**config.mk**
```make
export PLATFORM = sky130hd
export DESIGN_NAME = xorshift_random_byte_generator
export DESIGN_NICKNAME = d
export VERILOG_FILES = /design/src/hdl/xrbg_pkg.sv /design/src/hdl/xrbg_ctrl.sv /design/src/hdl/xrbg_datapath.sv /design/src/hdl/xorshift_random_byte_generator.sv
export SDC_FILE = /design/constraint.sdc
export NUM_CORES = 1
export LEC_CHECK = 0
export ABC_AREA = 1
export BUFFER_PORTS_ARGS = -buffer_cell sky130_fd_sc_hd__buf_2
export CAP_MARGIN = 10
export CORE_MARGIN = 2
export CORE_UTILIZATION = 56
export DETAILED_ROUTE_END_ITERATION = 10
export PLACE_DENSITY = 0.72
export SYNTH_ARGS = -nofsm -noshare
export SYNTH_HDL_FRONTEND = slang
export SYNTH_SLANG_ARGS = --single-unit
```
**constraint.sdc**
```tcl
create_clock -name clk -period 2.2 [get_ports clk]
set_input_delay 0.11 -clock clk [delete_from_list [all_inputs] [get_ports clk]]
set_output_delay 0.11 -clock clk [all_outputs]
set_load 0.01 [all_outputs]
```
**src/hdl/xrbg_pkg.sv**
```systemverilog
`default_nettype none

package xrbg_pkg;

    // request actions
    localparam logic [1:0] ACT_RESEED = 2'd0;
    localparam logic [1:0] ACT_RAW    = 2'd1;
    localparam logic [1:0] ACT_ALPHA  = 2'd2;

    // configuration register indexes
    localparam logic [1:0] REG_SEED_X = 2'd0;
    localparam logic [1:0] REG_SEED_Y = 2'd1;
    localparam logic [1:0] REG_SEED_Z = 2'd2;
    localparam logic [1:0] REG_SEED_W = 2'd3;

    // xorshift128 shift amounts
    localparam int SHIFT_A = 11;
    localparam int SHIFT_B = 8;
    localparam int SHIFT_C = 19;

    localparam logic [31:0] SEED_X_RST = 32'd123456789;
    localparam logic [31:0] SEED_Y_RST = 32'd362436069;
    localparam logic [31:0] SEED_Z_RST = 32'd521288629;
    localparam logic [31:0] SEED_W_RST = 32'd88675123;

    // alphabet: 'a'..'w' then '0'..'8'
    localparam logic [4:0] ALPHA_LETTERS = 5'd23;
    localparam logic [7:0] CHAR_LOWER_A  = 8'h61;
    localparam logic [7:0] CHAR_DIGIT_0  = 8'h30;

    typedef struct packed {
        logic [1:0] action;
        logic [6:0] byte_count;
    } in_item_t;

    typedef struct packed {
        logic [7:0] out_byte;
        logic       final_byte;
    } out_item_t;

    typedef enum logic [1:0] {
        ST_IDLE,
        ST_DRAW,
        ST_EMIT
    } xrbg_state_t;

    typedef struct packed {
        logic reseed;    // load state words from seed registers
        logic load_req;  // capture saturated length of a new request
        logic draw;      // step the generator, latch the drawn word
        logic advance;   // current byte delivered
    } xrbg_cmd_t;

    typedef struct packed {
        logic req_reseed;  // pending request is a reseed
        logic req_run;     // pending request emits at least one byte
        logic chunk_done;  // current byte is the last one from this word
        logic last_byte;   // current byte is the last one of the request
    } xrbg_status_t;

    function automatic logic [7:0] alpha_char(input logic [4:0] idx);
        logic [7:0] ch;
        if (idx < ALPHA_LETTERS)
            ch = CHAR_LOWER_A + {3'b000, idx};
        else
            ch = CHAR_DIGIT_0 + {3'b000, idx - ALPHA_LETTERS};
        return ch;
    endfunction

endpackage

`default_nettype wire

```
**src/hdl/xrbg_ctrl.sv**
```systemverilog
`default_nettype none

module xrbg_ctrl
    import xrbg_pkg::*;
(
    input  wire logic         clk,
    input  wire logic         rst_n,
    input  wire logic         in_valid,
    input  wire logic         out_stall,
    input  wire xrbg_status_t status,
    output xrbg_cmd_t         cmd,
    output logic              in_stall,
    output logic              out_valid
);

    xrbg_state_t state_reg;
    xrbg_state_t state_next;

    always_ff @(posedge clk or negedge rst_n)
    begin
        if (!rst_n)
            state_reg <= ST_IDLE;
        else
            state_reg <= state_next;
    end

    always_comb
    begin
        state_next = state_reg;
        case (state_reg)
            ST_IDLE:
            begin
                if (in_valid && status.req_run)
                    state_next = ST_DRAW;
            end
            ST_DRAW:
            begin
                state_next = ST_EMIT;
            end
            ST_EMIT:
            begin
                if (!out_stall)
                begin
                    if (status.last_byte)
                        state_next = ST_IDLE;
                    else if (status.chunk_done)
                        state_next = ST_DRAW;
                end
            end
            default:
            begin
                state_next = ST_IDLE;
            end
        endcase
    end

    always_comb
    begin
        cmd       = '0;
        in_stall  = 1'b1;
        out_valid = 1'b0;
        case (state_reg)
            ST_IDLE:
            begin
                in_stall     = 1'b0;
                cmd.reseed   = in_valid && status.req_reseed;
                cmd.load_req = in_valid && status.req_run;
            end
            ST_DRAW:
            begin
                cmd.draw = 1'b1;
            end
            ST_EMIT:
            begin
                out_valid   = 1'b1;
                cmd.advance = !out_stall;
            end
            default:
            begin
                cmd = '0;
            end
        endcase
    end

endmodule

`default_nettype wire

```
**src/hdl/xrbg_datapath.sv**
```systemverilog
`default_nettype none

module xrbg_datapath
    import xrbg_pkg::*;
#(
    parameter int MAX_LEN = 64
)
(
    input  wire logic         clk,
    input  wire logic         rst_n,
    input  wire xrbg_cmd_t    cmd,
    input  wire in_item_t     in_data,
    input  wire logic         cfg_we,
    input  wire logic [1:0]   cfg_index,
    input  wire logic [31:0]  cfg_data,
    output xrbg_status_t      status,
    output out_item_t         out_data
);

    localparam int LEN_W = $clog2(MAX_LEN + 1);

    logic [31:0] seed_x_reg, seed_y_reg, seed_z_reg, seed_w_reg;
    logic [31:0] word_x_reg, word_y_reg, word_z_reg, word_w_reg;
    logic [31:0] word_w_next;
    logic [31:0] t_a, t_b;

    logic [31:0]      drawn_reg;
    logic [LEN_W-1:0] left_reg;
    logic [LEN_W-1:0] left_next;
    logic [6:0]       left_wide;
    logic [1:0]       pos_reg;
    logic [1:0]       last_reg;
    logic [1:0]       last_next;
    logic             alpha_reg;
    logic             tail_reg;
    logic             tail_next;
    logic [7:0]       sel_byte;

    // seed registers
    always_ff @(posedge clk or negedge rst_n)
    begin
        if (!rst_n)
        begin
            seed_x_reg <= SEED_X_RST;
            seed_y_reg <= SEED_Y_RST;
            seed_z_reg <= SEED_Z_RST;
            seed_w_reg <= SEED_W_RST;
        end
        else if (cfg_we)
        begin
            case (cfg_index)
                REG_SEED_X: seed_x_reg <= cfg_data;
                REG_SEED_Y: seed_y_reg <= cfg_data;
                REG_SEED_Z: seed_z_reg <= cfg_data;
                REG_SEED_W: seed_w_reg <= cfg_data;
                default:    seed_x_reg <= seed_x_reg;
            endcase
        end
    end

    // one xorshift128 step
    always_comb
    begin
        t_a         = word_x_reg ^ (word_x_reg << SHIFT_A);
        t_b         = t_a ^ (t_a >> SHIFT_B);
        word_w_next = word_w_reg ^ (word_w_reg >> SHIFT_C) ^ t_b;
    end

    always_ff @(posedge clk or negedge rst_n)
    begin
        if (!rst_n)
        begin
            word_x_reg <= SEED_X_RST;
            word_y_reg <= SEED_Y_RST;
            word_z_reg <= SEED_Z_RST;
            word_w_reg <= SEED_W_RST;
        end
        else if (cmd.reseed)
        begin
            word_x_reg <= seed_x_reg;
            word_y_reg <= seed_y_reg;
            word_z_reg <= seed_z_reg;
            word_w_reg <= seed_w_reg;
        end
        else if (cmd.draw)
        begin
            word_x_reg <= word_y_reg;
            word_y_reg <= word_z_reg;
            word_z_reg <= word_w_reg;
            word_w_reg <= word_w_next;
        end
    end

    // saturate request length
    always_comb
    begin
        if (in_data.byte_count > 7'(MAX_LEN))
            left_next = LEN_W'(MAX_LEN);
        else
            left_next = in_data.byte_count[LEN_W-1:0];
    end

    assign left_wide = 7'(left_reg);

    // bytes taken from the next word: four while four remain, else the tail rule
    always_comb
    begin
        tail_next = 1'b0;
        if (left_wide >= 7'd4)
            last_next = 2'd3;
        else if (alpha_reg)
        begin
            last_next = 2'd0;
            tail_next = 1'b1;
        end
        else if (left_wide >= 7'd2)
            last_next = 2'd1;
        else
            last_next = 2'd0;
    end

    always_ff @(posedge clk)
    begin
        if (cmd.load_req)
        begin
            left_reg  <= left_next;
            alpha_reg <= (in_data.action == ACT_ALPHA);
        end
        else if (cmd.advance)
            left_reg <= left_reg - LEN_W'(1);

        if (cmd.draw)
        begin
            drawn_reg <= word_w_next;
            pos_reg   <= 2'd0;
            last_reg  <= last_next;
            tail_reg  <= tail_next;
        end
        else if (cmd.advance)
            pos_reg <= pos_reg + 2'd1;
    end

    assign sel_byte = drawn_reg[8*pos_reg +: 8];

    always_comb
    begin
        if (!alpha_reg)
            out_data.out_byte = sel_byte;
        else if (tail_reg)
            out_data.out_byte = alpha_char(drawn_reg[4:0]);
        else
            out_data.out_byte = alpha_char(sel_byte[7:3]);
        out_data.final_byte = (left_reg == LEN_W'(1));
    end

    always_comb
    begin
        status.req_reseed = (in_data.action == ACT_RESEED);
        status.req_run    = (in_data.action inside {ACT_RAW, ACT_ALPHA})
                            && (in_data.byte_count != 7'd0);
        status.chunk_done = (pos_reg == last_reg);
        status.last_byte  = (left_reg == LEN_W'(1));
    end

endmodule

`default_nettype wire

```
**src/hdl/xorshift_random_byte_generator.sv**
```systemverilog
// xorshift128 random byte source. A transaction on the input channel names an
// action and a length: reseed copies the four seed registers into the
// generator state and emits nothing, raw emits random bytes, alpha emits
// characters from a 32-symbol alphabet; lengths above MAX_LEN are clipped and
// a zero length or unknown action emits nothing. The last byte of a request
// carries final_byte. One request is served at a time and the input stalls
// until its last byte has been taken. Each generator word is drawn in the
// draw state and then supplies up to four bytes in the emit state, each one
// handed over only while the output is not stalled; a single xorshift step
// unit draws the words and the output byte mux picks each byte from its word.
// Seed registers may be written at any time the block is idle and take
// effect at the next reseed.
`default_nettype none

module xorshift_random_byte_generator
    import xrbg_pkg::*;
#(
    parameter int MAX_LEN = 64
)
(
    input  wire logic        clk,
    input  wire logic        rst_n,
    input  wire logic        in_valid,
    output logic             in_stall,
    input  wire in_item_t    in_data,
    output logic             out_valid,
    input  wire logic        out_stall,
    output out_item_t        out_data,
    input  wire logic        cfg_we,
    input  wire logic [1:0]  cfg_index,
    input  wire logic [31:0] cfg_data
);

    xrbg_cmd_t    cmd;
    xrbg_status_t status;

    xrbg_ctrl u_ctrl (
        .clk       (clk),
        .rst_n     (rst_n),
        .in_valid  (in_valid),
        .out_stall (out_stall),
        .status    (status),
        .cmd       (cmd),
        .in_stall  (in_stall),
        .out_valid (out_valid)
    );

    xrbg_datapath #(
        .MAX_LEN (MAX_LEN)
    ) u_datapath (
        .clk       (clk),
        .rst_n     (rst_n),
        .cmd       (cmd),
        .in_data   (in_data),
        .cfg_we    (cfg_we),
        .cfg_index (cfg_index),
        .cfg_data  (cfg_data),
        .status    (status),
        .out_data  (out_data)
    );

    // no new request is taken while bytes are being emitted
    a_busy_while_emitting: assert property (
        @(posedge clk) disable iff (!rst_n)
        out_valid |-> in_stall
    ) else $error("input accepted while output active");

    // after the last byte of a request the output goes quiet
    a_idle_after_final: assert property (
        @(posedge clk) disable iff (!rst_n)
        (out_valid && !out_stall && out_data.final_byte) |=> !out_valid
    ) else $error("output continued after final byte");

    // a request that emits bytes blocks the input in the following cycle
    a_stall_after_run: assert property (
        @(posedge clk) disable iff (!rst_n)
        (in_valid && !in_stall && in_data.byte_count != 7'd0
            && (in_data.action == ACT_RAW || in_data.action == ACT_ALPHA))
        |=> in_stall
    ) else $error("request with bytes did not start");

    // reseed and empty requests emit nothing
    a_no_output_after_empty: assert property (
        @(posedge clk) disable iff (!rst_n)
        (in_valid && !in_stall
            && (in_data.byte_count == 7'd0 || in_data.action == ACT_RESEED))
        |=> !out_valid
    ) else $error("output from a request without bytes");

endmodule

`default_nettype wire
```
==> metrics.yaml <==
grt_use_total_pct: 26.7
worstSetupPathType: "reg -> out"
first_iter_violations: 897
relSlewSlack_pct: 50.9
die_area_sq_um: 25600
combPwrFrac_pct: 37.5
hp-class: "in -> reg"
ys_seq_elements: 303
cp_max_fo: 7
synthesis.nets: 1493
p_clk_share_pct: 21.4
antenna_cells: 0
synthTopCellsByArea: "dfrtp_1, dfstp_2, nand2_1"
holdCritStartpoint: "in_valid"
violations: "setup timing"
avgRoutedWirePerCell_um: 17.8
cts_buffer_depth: 3
critPathCaptureType: "primary output"
drc_errors: 0
grt_max_degree: 161
syn_area_sq_um: 13600
port_buffers: 58
core-area_sq_um: 24100
min_delay_path_depth: 5
fin_area_sq_um: 16000
netlist_instances: 1437
syn_to_final_growth_pct: 17.2
ys_types: 41
maxCapViolCount: 0
final_max_slew_viol_count: 0
cp.arrival_ns: 2.12
finalSetupViolCount: 3
synth_flop_cell: "dfrtp_1"
stdcell_count: 1882
dieHeight_um: 160
drtPass1Iterations: 6
r2r_start: "u_ctrl.state_reg[1]$_DFFE_PN0P_"
grt_remaining_overflow: 0
dp_cells: 1770
grt_setup_unrepaired: "true"
place_area_sq_um: 14300
hold_viol: 0
fin_crit_sh_pct: 101
synth.most_common_cell: "nand2_1"
p_int_mw: 14.7
dpl.hpwl_mm: 21.1
antenna_left: 0
tightest_slew_ns: 0.737
synthArstFlopShare_pct: 85.1
yosys.area.top_type: "dfrtp_1"
synthDominantCellAreaShare_pct: 25.0
avgSynthCellArea_sq_um: 9.48
seq_area_frac_synth_pct: 58.3
synthTopCellsByCount: "nand2_1, inv_1, o21ai_0, dfrtp_1, dfstp_2"
period_needed_ns: 2.23
reg2reg_depth: 5
worstPathRequired_ns: 2.09
total_power_mw: 23.5
cts_sinks: 303
viasPerCell: 5.54
top_level_ports: 59
synth_edf_count: 43
gp_congestion: 0.848
routed-via-count: 10400
fin_skew_ns: 0.00934
pwr-share-seq_pct: 41.2
drt-total-wl_mm: 33.6
grt_pass1_wl_mm: 54.8
start_util_pct: 56.5
antenna_found_initial: 0
status: "complete, but fails checks"
setup_ws_ns: -0.0298
rows: 57
max_freq_ghz: 0.448
cts_tree: "built"
ys_warn_count: 0
cts_buffers: 31
grt_pass1_vias: 10400
htree_levels: 1
ir_worst_vdd_v: 0.000675
powerDensity_nw_per_um2: 1470
whs_ns: 0.106
dieWidth_um: 160
p_leak_nw: 7.00
clk_pin_slew_worst_paths_ns: 0.06
p_sw_share_pct: 37.6
startpoint: "u_datapath.pos_reg[0]$_SDFFE_PP0P_"
p_sw_mw: 8.85
cts-root-buf: "clkbuf_16"
clkLatencyLatePin_ns: 0.55
drive_gt1_share_pct: 20.0
critPathLaunchType: "flop"
fin_nets: 1591
-- logic make-up after synthesis --
logic type	after synthesis	share of synthesized area (%)
flops	303	58.3
buf+inv	225	6.71
compound gates	276	13.0
xor+xnor	91	5.85
simple gates	534	15.5
fa+ha+maj	8	0.735
-- worst max-delay path, stage by stage (launching register included) --
cell     delay, ns
dfxtp_4       0.41
buf_8         0.15
nand2_4       0.06
nand2_2       0.06
nand2_2       0.06
nand2_4       0.10
buf_6         0.11
nand3_4       0.09
nand2_2       0.07
nand3_2       0.10
nand2_1       0.07
nand2_1       0.06
a21oi_2       0.12
buf_2         0.13
-- routing by layer --
layer  vias to the layer above  track usage [%]  share of wire [%]
li1                       4926                -                  -
met2                       292             42.7                 46
met3                        58             3.71                5.5
met5                         -                0                  0
met4                         0             7.90                2.5
met1                      5146             38.5                 45
-- power groups by stage --
stage	clock network [mW]	logic [mW]	registers (mW)
4_1_cts	5.09	8.32	9.64
6_report	5.02	8.81	9.68
3_5_place_dp	0	7.97	9.70
2_1_floorplan	0	5.77	9.22
5_1_grt	5.33	9.79	9.87
3_3_place_gp	0	7.76	9.67
-- cells in the final DEF (no fill, tap or decap), types with 7 or more instances in the layout --
master and instances:
o221ai_1 33, nand2_1 434, clkbuf_1 7, dfrtp_1 136
buf_4 26, clkbuf_16 32, buf_2 57, buf_12 7
xor2_1 56, o211ai_1 40, o311ai_0 30, inv_1 143
nand3_2 10, nand3_1 37, nand2_2 10, a21oi_1 8
dlygate4sd3_1 42, xnor2_1 35, o21ai_0 142, edfxtp_1 43
dfstp_2 122, ha_1 7, nor2_1 22
-- final timing paths --
path	slack (ns)	endpoint
max	-0.03	out_data[5]
min	0.11	u_ctrl.state_reg[0]$_DFFE_PN0P_
max reg2reg	0.35	u_datapath.word_y_reg[18]$_DFFE_PN0P_
min reg2reg	0.48	u_datapath.seed_x_reg[1]$_DFFE_PN0P_
max in group asynchronous	1.28	u_datapath.seed_w_reg[12]$_DFFE_PN1P_
min in group asynchronous	0.12	u_datapath.word_z_reg[1]$_DFFE_PN0P_
-- cell type report --
| type | count | area [sq um] |
|---|---|---|
| clock inverters | 13 | 88.8 |
| multi-input cells | 909 | 4940 |
| clock buffers | 43 | 882 |
| well taps | 324 | 405 |
| fillers | 1938 | 8140 |
| flip-flops and latches | 303 | 7950 |
| repair buffers | 138 | 1120 |
| repair inverters | 1 | 6.26 |
| inverters | 151 | 579 |
-- through the flow --
step	setup WS [ns]	utilization (%)	setup TNS (ns)
finish	-0.0298	66.2	-0.0362
detailed placement	0.378	59.3	0
floorplan	0.591	-	0
CTS	-0.00508	65.5	-0.00508
global route	-0.131	66.2	-0.520
global placement	0.390	59.3	0
-- timing repair --
action / 4_1_cts / 5_1_grt
hold buffers: 42 / 0
endpoints found under the hold margin: 259 / 0
setup buffers: 8 / 5
cloned: 0 / 1
resized for setup: 18 / 35
setup endpoints to repair: 6 / 6
pin swaps: 3 / 17
No activity file was read; power rests on OpenSTA's default activity.
